## src/hdl/lppd_pkg.sv

```systemverilog
`timescale 1ns / 1ps
// ----------------------------------------------------------------------------
// lppd_pkg
// Shared types and constants of the length-prefixed packet deframer.
// ----------------------------------------------------------------------------
package lppd_pkg;

   localparam int STORE_DEPTH = 16;
   localparam int STORE_AW    = 4;
   localparam int LEN_W       = 16;
   localparam int CSR_AW      = 2;
   localparam int CSR_DW      = 32;

   localparam logic [LEN_W-1:0] MAX_TOTAL_RESET = 16'd29000;

   localparam logic [CSR_AW-1:0] CSR_MAX_TOTAL_LENGTH = 2'd0;

   localparam logic [1:0] STATUS_PACKET = 2'd0;
   localparam logic [1:0] STATUS_SHORT  = 2'd1;
   localparam logic [1:0] STATUS_LONG   = 2'd2;

   typedef enum logic [1:0] {
      SRC_HDR,
      SRC_REJ,
      SRC_BODY
   } out_src_type;

   typedef struct packed {
      logic        hdr_wr;
      logic        idx_clr;
      logic        body_load;
      logic        out_load;
      out_src_type out_src;
   } ctrl_cmd_type;

   typedef struct packed {
      logic hdr_last;
      logic too_short;
      logic too_long;
      logic emit_last;
      logic hdr_only;
      logic body_fin;
      logic out_free;
   } ctrl_stat_type;

endpackage

```

## src/hdl/lppd_csr.sv

```systemverilog
`timescale 1ns / 1ps
// ----------------------------------------------------------------------------
// lppd_csr
// APB-style register port holding the maximum total packet length.
// ----------------------------------------------------------------------------
module lppd_csr
   import lppd_pkg::*;
(
   input  logic              clock,
   input  logic              reset,
   input  logic              psel,
   input  logic              penable,
   input  logic              pwrite,
   input  logic [CSR_AW-1:0] paddr,
   input  logic [CSR_DW-1:0] pwdata,
   output logic [CSR_DW-1:0] prdata,
   output logic              pready,
   output logic [LEN_W-1:0]  max_total_length
);

   logic [LEN_W-1:0] max_total_ff;
   logic [LEN_W-1:0] max_total_in;
   logic             wr_en;

   assign pready = 1'b1;
   assign wr_en  = psel && penable && pwrite && pready;

   always_comb begin
      max_total_in = max_total_ff;
      if (wr_en && paddr == CSR_MAX_TOTAL_LENGTH) begin
         max_total_in = pwdata[LEN_W-1:0];
      end
   end

   always_ff @(posedge clock) begin
      if (reset) begin
         max_total_ff <= MAX_TOTAL_RESET;
      end else begin
         max_total_ff <= max_total_in;
      end
   end

   always_comb begin
      case (paddr)
         CSR_MAX_TOTAL_LENGTH: prdata = {{(CSR_DW-LEN_W){1'b0}}, max_total_ff};
         default:              prdata = '0;
      endcase
   end

   assign max_total_length = max_total_ff;

endmodule

```

## src/hdl/lppd_dpath.sv

```systemverilog
`timescale 1ns / 1ps
// ----------------------------------------------------------------------------
// lppd_dpath
// Header store, counters, length check and registered result stage.
// ----------------------------------------------------------------------------
module lppd_dpath
   import lppd_pkg::*;
#(
   parameter int HDR_LEN    = 8,
   parameter int LEN_OFFSET = 0
)
(
   input  logic             clock,
   input  logic             reset,
   input  ctrl_cmd_type     cmd,
   output ctrl_stat_type    stat,
   input  logic [7:0]       rx_byte,
   input  logic [LEN_W-1:0] max_total_length,
   output logic             rsp_valid,
   input  logic             rsp_stall,
   output logic [7:0]       rsp_out_byte,
   output logic             rsp_last,
   output logic [1:0]       rsp_status
);

   localparam logic [STORE_AW-1:0] HDR_END = STORE_AW'(HDR_LEN - 1);
   localparam logic [STORE_AW-1:0] HI_IDX  = STORE_AW'(LEN_OFFSET);
   localparam logic [STORE_AW-1:0] LO_IDX  = STORE_AW'(LEN_OFFSET + 1);
   localparam logic [LEN_W-1:0]    HDR_TOT = LEN_W'(HDR_LEN);

   logic [7:0]          store_ff [STORE_DEPTH];
   logic [STORE_AW-1:0] count_ff;
   logic [STORE_AW-1:0] idx_ff;
   logic [LEN_W-1:0]    rem_ff;
   logic                rsp_valid_ff;
   logic                rsp_valid_in;
   logic [7:0]          out_byte_ff;
   logic                out_last_ff;
   logic [1:0]          out_status_ff;
   logic [LEN_W-1:0]    total;

   assign total = {store_ff[HI_IDX], store_ff[LO_IDX]};

   assign stat.hdr_last  = (count_ff == HDR_END);
   assign stat.too_short = (total < HDR_TOT);
   assign stat.too_long  = (total > max_total_length);
   assign stat.emit_last = (idx_ff == HDR_END);
   assign stat.hdr_only  = (total == HDR_TOT);
   assign stat.body_fin  = (rem_ff <= LEN_W'(1));
   assign stat.out_free  = !rsp_valid_ff || !rsp_stall;

   always_ff @(posedge clock) begin
      if (cmd.hdr_wr) begin
         store_ff[count_ff] <= rx_byte;
      end
   end

   always_ff @(posedge clock) begin
      if (reset) begin
         count_ff <= '0;
         idx_ff   <= '0;
         rem_ff   <= '0;
      end else begin
         if (cmd.hdr_wr) begin
            count_ff <= stat.hdr_last ? '0 : count_ff + STORE_AW'(1);
         end
         if (cmd.idx_clr) begin
            idx_ff <= '0;
         end else if (cmd.out_load && cmd.out_src == SRC_HDR) begin
            idx_ff <= idx_ff + STORE_AW'(1);
         end
         if (cmd.body_load) begin
            rem_ff <= total - HDR_TOT;
         end else if (cmd.out_load && cmd.out_src == SRC_BODY) begin
            rem_ff <= stat.body_fin ? '0 : rem_ff - LEN_W'(1);
         end
      end
   end

   assign rsp_valid_in = cmd.out_load ? 1'b1 : (rsp_valid_ff && rsp_stall);

   always_ff @(posedge clock) begin
      if (reset) begin
         rsp_valid_ff <= 1'b0;
      end else begin
         rsp_valid_ff <= rsp_valid_in;
      end
   end

   always_ff @(posedge clock) begin
      if (cmd.out_load) begin
         case (cmd.out_src)
            SRC_HDR: begin
               out_byte_ff   <= store_ff[idx_ff];
               out_last_ff   <= stat.emit_last && stat.hdr_only;
               out_status_ff <= STATUS_PACKET;
            end
            SRC_REJ: begin
               out_byte_ff   <= 8'd0;
               out_last_ff   <= 1'b0;
               out_status_ff <= stat.too_short ? STATUS_SHORT : STATUS_LONG;
            end
            SRC_BODY: begin
               out_byte_ff   <= rx_byte;
               out_last_ff   <= stat.body_fin;
               out_status_ff <= STATUS_PACKET;
            end
            default: begin
               out_byte_ff   <= 8'd0;
               out_last_ff   <= 1'b0;
               out_status_ff <= STATUS_PACKET;
            end
         endcase
      end
   end

   assign rsp_valid    = rsp_valid_ff;
   assign rsp_out_byte = out_byte_ff;
   assign rsp_last     = out_last_ff;
   assign rsp_status   = out_status_ff;

endmodule

```

## src/hdl/lppd_ctrl.sv

```systemverilog
`timescale 1ns / 1ps
// ----------------------------------------------------------------------------
// lppd_ctrl
// Sequencer: header collection, length check, header replay, body pass.
// ----------------------------------------------------------------------------
module lppd_ctrl
   import lppd_pkg::*;
(
   input  logic          clock,
   input  logic          reset,
   input  logic          req_valid,
   output logic          req_stall,
   input  ctrl_stat_type stat,
   output ctrl_cmd_type  cmd
);

   typedef enum logic [4:0] {
      S_HDR   = 5'b00001,
      S_CHECK = 5'b00010,
      S_REJ   = 5'b00100,
      S_EMIT  = 5'b01000,
      S_BODY  = 5'b10000
   } state_type;

   state_type state_ff;
   state_type state_in;
   logic      accept;

   always_comb begin
      case (state_ff)
         S_HDR:   req_stall = 1'b0;
         S_BODY:  req_stall = !stat.out_free;
         default: req_stall = 1'b1;
      endcase
   end

   assign accept = req_valid && !req_stall;

   always_comb begin
      state_in      = state_ff;
      cmd.hdr_wr    = 1'b0;
      cmd.idx_clr   = 1'b0;
      cmd.body_load = 1'b0;
      cmd.out_load  = 1'b0;
      cmd.out_src   = SRC_HDR;
      case (state_ff)
         S_HDR: begin
            cmd.hdr_wr = accept;
            if (accept && stat.hdr_last) begin
               state_in = S_CHECK;
            end
         end
         S_CHECK: begin
            cmd.idx_clr   = 1'b1;
            cmd.body_load = 1'b1;
            state_in      = (stat.too_short || stat.too_long) ? S_REJ : S_EMIT;
         end
         S_REJ: begin
            cmd.out_src = SRC_REJ;
            if (stat.out_free) begin
               cmd.out_load = 1'b1;
               state_in     = S_HDR;
            end
         end
         S_EMIT: begin
            cmd.out_src = SRC_HDR;
            if (stat.out_free) begin
               cmd.out_load = 1'b1;
               if (stat.emit_last) begin
                  state_in = stat.hdr_only ? S_HDR : S_BODY;
               end
            end
         end
         S_BODY: begin
            cmd.out_src  = SRC_BODY;
            cmd.out_load = accept;
            if (accept && stat.body_fin) begin
               state_in = S_HDR;
            end
         end
         default: begin
            state_in = S_HDR;
         end
      endcase
   end

   always_ff @(posedge clock) begin
      if (reset) begin
         state_ff <= S_HDR;
      end else begin
         state_ff <= state_in;
      end
   end

endmodule

```

## src/hdl/length_prefixed_packet_deframer.sv

```systemverilog
`timescale 1ns / 1ps
// ----------------------------------------------------------------------------
// length_prefixed_packet_deframer
// Splits a byte stream into packets framed by a header carrying a
// big-endian 16-bit total length; rejects out-of-range lengths.
// ----------------------------------------------------------------------------
// Header bytes are taken one per cycle and produce nothing. After the last
// header byte the sequencer checks the length in its S_CHECK state, then
// sends either one discard result or HDR_LEN header results from the
// header store, one per cycle while the result channel does not stall.
// Body bytes then pass one per cycle through the output register while
// the result channel does not stall. The input is held off during the
// check and the header replay of an accepted packet, and during the
// check and the discard result of a rejected header.
// ----------------------------------------------------------------------------
module length_prefixed_packet_deframer
   import lppd_pkg::*;
#(
   parameter int HDR_LEN    = 8,
   parameter int LEN_OFFSET = 0
)
(
   input  logic              clock,
   input  logic              reset,
   input  logic              req_valid,
   output logic              req_stall,
   input  logic [7:0]        req_rx_byte,
   output logic              rsp_valid,
   input  logic              rsp_stall,
   output logic [7:0]        rsp_out_byte,
   output logic              rsp_last,
   output logic [1:0]        rsp_status,
   input  logic              psel,
   input  logic              penable,
   input  logic              pwrite,
   input  logic [CSR_AW-1:0] paddr,
   input  logic [CSR_DW-1:0] pwdata,
   output logic [CSR_DW-1:0] prdata,
   output logic              pready
);

   ctrl_cmd_type     cmd;
   ctrl_stat_type    stat;
   logic [LEN_W-1:0] max_total_length;

   lppd_csr u_csr (
      .clock            (clock),
      .reset            (reset),
      .psel             (psel),
      .penable          (penable),
      .pwrite           (pwrite),
      .paddr            (paddr),
      .pwdata           (pwdata),
      .prdata           (prdata),
      .pready           (pready),
      .max_total_length (max_total_length)
   );

   lppd_ctrl u_ctrl (
      .clock     (clock),
      .reset     (reset),
      .req_valid (req_valid),
      .req_stall (req_stall),
      .stat      (stat),
      .cmd       (cmd)
   );

   lppd_dpath #(
      .HDR_LEN    (HDR_LEN),
      .LEN_OFFSET (LEN_OFFSET)
   ) u_dpath (
      .clock            (clock),
      .reset            (reset),
      .cmd              (cmd),
      .stat             (stat),
      .rx_byte          (req_rx_byte),
      .max_total_length (max_total_length),
      .rsp_valid        (rsp_valid),
      .rsp_stall        (rsp_stall),
      .rsp_out_byte     (rsp_out_byte),
      .rsp_last         (rsp_last),
      .rsp_status       (rsp_status)
   );

endmodule
```

## config.mk

```make
export PLATFORM = sky130hd
export DESIGN_NAME = length_prefixed_packet_deframer
export DESIGN_NICKNAME = d
export VERILOG_FILES = /design/src/hdl/lppd_pkg.sv /design/src/hdl/lppd_csr.sv /design/src/hdl/lppd_dpath.sv /design/src/hdl/lppd_ctrl.sv /design/src/hdl/length_prefixed_packet_deframer.sv
export SDC_FILE = /design/constraint.sdc
export NUM_CORES = 1
export LEC_CHECK = 0
export BUFFER_PORTS_ARGS = -buffer_cell sky130_fd_sc_hd__buf_4
export CAP_MARGIN = 5
export CORE_UTILIZATION = 45
export DETAILED_ROUTE_END_ITERATION = 6
export PLACE_DENSITY_LB_ADDON = 0.1
export SLEW_MARGIN = 20
export SYNTH_ARGS = -nofsm -noshare
export SYNTH_HDL_FRONTEND = slang
export SYNTH_SLANG_ARGS = --single-unit
```

## constraint.sdc

```tcl
create_clock -name clock -period 6.4 [get_ports clock]
set_input_delay 1.28 -clock clock [delete_from_list [all_inputs] [get_ports clock]]
set_output_delay 1.28 -clock clock [all_outputs]
set_load 0.005 [all_outputs]
```

==> results_dict.tcl <==
set metrics [dict create \
    fp.dieH_um 141.5 \
    overflow 0 \
    cts_resized 0 \
    vias 5727 \
    clock_path_buffers 2 \
    min-delay-start "u_csr.max_total_length[9]" \
    grt_pass1_vias 5621 \
    layout-drive-gt1-share_pct 19.16 \
    seq_area_sq_mm 0.005176 \
    die_x_um 141.5 \
    antenna_found_initial 0 \
    clk_pin_slew_ps 80 \
    crit_path_cell_trace "nor3_1 -> and2_1 -> a21oi_1 -> buf_4" \
    htree_levels 4 \
    peakVddDrop_mv 0.1839 \
    finalSetupTns_ps 0 \
    max_slew_margin_pct 27.72 \
    synth_edf_count 139 \
    synthTopCellsByArea "edfxtp_1 48%, dfxtp_1 11%, mux4_2 8.0%" \
    routed_wl_um 20210 \
    outcome "finished, final reports clean" \
    yosys_most_used_dff "edfxtp_1" \
    setup_viol 0 \
    num_io_pins 95 \
    rr_endpoint "u_dpath.rem_ff[14]" \
    fin_crit_sh_pct 54.16 \
    dp.cells 969 \
    port_buffers 61 \
    final_util_pct 52.82 \
    synth-seq-cells 189 \
    r2r.worst_path.cells 5 \
    grt_max_degree 48 \
    synth_top_area_share_pct 47.66 \
    endpoint "req_stall" \
    drt_iter0_markers 364 \
    startpoint "u_ctrl.state_ff[2]" \
    rows 50 \
    drv_slew 0 \
    initial_core_util_pct 46.36 \
    ys_seq_area_share_pct 59.09 \
    postSynthCellCount 686 \
    fin_ws_ps 2934 \
    cts_tree "done" \
    yosysTopAreaCell "edfxtp_1" \
    syn_to_final_growth_pct 13.94 \
    postSynthAreaPerCell_sq_um 12.77 \
    startpoint_type "register" \
    antenna_cells 0 \
    period_needed_ps 3466 \
    crit_buf_inv 1 \
    cts_root_buf "clkbuf_16" \
    rsz0062_at_grt "no" \
    r2r_slack_ps 3530 \
    crit_type "register to output port" \
    yosys.cell_count.top_type "edfxtp_1" \
    fin_cells 1001 \
    p_leak_uw 0.003431 \
    ys_async_sr_fraction_pct 0 \
    clock.fmax_mhz 288.5 \
    fin_nets 801 \
    r2r-start "u_dpath.rem_ff[4]" \
    design.die.area_sq_mm 0.02003 \
    numClockSinks 189 \
    grtUsageTotal_pct 21.30 \
    hpwl_um 13790 \
    grt_pass1_wl_um 31630 \
    endpoint_kind "output port" \
    worst-path-stages 4 \
    first_pass_iters 5 \
    crit_path_max_incr_delay_ps 560 \
    numCtsBuffers 17 \
    hold_viol_final 0 \
    critical-path-top-delay-family "simple AND/OR/NAND/NOR gates" \
    dp_slack_ps 3097 \
    antenna_left 0 \
    cp_data_required_time_ps 5120 \
    fillers 1631 \
    yosysUniqueCellTypes 60 \
    multiInputGateArea_sq_mm 0.003217 \
    worstSkewPairLatency_ps 440 \
    cap_viol_max_count 0 \
    gp_congestion 0.8556 \
    min_path_type "register to register" \
    power.density_mw_per_mm2 266.1 \
    vias_per_cell 5.721 \
    tightestPinTransition_ps 1076 \
    fin_worst_skew_ps 15.18 \
    synthesis.area_sq_mm 0.008758 \
    cts_setup_buffers 0 \
    drcViolationCount 0 \
    core-area_sq_mm 0.01889 \
    routedWlPerCell_um 20.18 \
    crit_arrival_ps 2190 \
    hold_slack_ps 460.0 \
    postCtsHoldBufs 0 \
    synth_warnings 0 \
    crit_path_max_fanout 14 \
    crit_slowest_cell "and2_1" \
    synth_common_cells "139 x edfxtp_1, 50 x dfxtp_1, 49 x a21oi_1, 43 x nor2_1, 40 x nand2_1" \
]
## layer usage
metal	up-vias	GRT usage (%)	part of all wire, %
li1	2666	-	-
met5	-	0	0
met3	18	4.826	5.4
met1	2880	30.33	46
met2	163	33.17	47
met4	0	5.207	1.1
## power by group
part / switching, uW / total (uW) / internal, uW
clock: 534 / 1110 / 575
sequential: 32.2 / 1370 / 1340
combinational: 103 / 176 / 72.8
total: 670 / 2660 / 1990
## area by class of cell
| type | count | share of cell area [%] |
|---|---|---|
| repair buffers | 66 | 4.965 |
| clock inverters | 15 | 2.169 |
| multi-input cells | 421 | 32.23 |
| inverters | 33 | 1.241 |
| clock buffers | 17 | 4.263 |
| well taps | 260 | 3.260 |
| flip-flops and latches | 189 | 51.87 |
## stage by stage
step                      power [uW]  instance area, sq um
after floorplan                 1499                  8815
after global placement          1566                  9329
after detailed placement        1574                  9329
after CTS                       2676                  9971
after global routing            2749                  9980
final                           2656                  9980
## flip-flops by register name (all words and copies together), names as in the netlist, named ones only
name                    count
u_dpath.store_ff          128
u_csr.max_total_length     16
u_dpath.rem_ff             16
u_dpath.rsp_out_byte        8
u_ctrl.state_ff             5
u_dpath.count_ff            4
u_dpath.idx_ff              4
u_dpath.rsp_status          2
u_dpath.rsp_last            1
u_dpath.rsp_valid           1
## worst min-delay path by stage
| stage | cells past startpoint | end |
|---|---|---|
| 2_1_floorplan | 2 | u_dpath.rem_ff[7] |
| 4_1_cts | 2 | u_csr.max_total_length[9] |
| 6_report | 2 | u_csr.max_total_length[9] |
| 3_5_place_dp | 2 | u_dpath.rem_ff[7] |
| 5_1_grt | 2 | u_csr.max_total_length[4] |
| 3_3_place_gp | 2 | u_dpath.rem_ff[7] |
## cell families after synthesis
group                    Yosys count  share of synthesized area (%)
buffers and inverters             91                          4.929
XOR/XNOR                          15                          1.500
AND/OR/NAND/NOR                  199                          12.09
flip-flops                       189                          59.09
AO/OA/AOI/OAI                    123                          9.357
other                              2                        0.08575
adder cells (fa/ha/maj)           24                          3.429
multiplexers                      43                          9.529
## worst reg2reg max path: cells and delay by family, from the launching register on
family / cells / cell delay, ps
AOI/OAI and AO/OA: 3 / 1020
and+or+nand+nor: 2 / 1330
DFF: 1 / 370
## cell usage in the layout, fill, tap and decap left out, types with 7 or more instances in the layout
cell type / n
a211oi_1: 12
a21oi_1: 48
a22o_1: 9
buf_4: 66
clkbuf_16: 17
conb_1: 17
dfxtp_1: 49
edfxtp_1: 139
ha_1: 24
inv_1: 33
mux2i_1: 11
mux4_2: 31
nand2_1: 40
nand3_1: 12
nand4_1: 10
nor2_1: 43
nor2b_1: 13
nor3_1: 31
nor4_1: 10
o21ai_0: 8
o32ai_1: 7
or3_1: 7
xor2_1: 10
(Power assumes the default switching activity.)
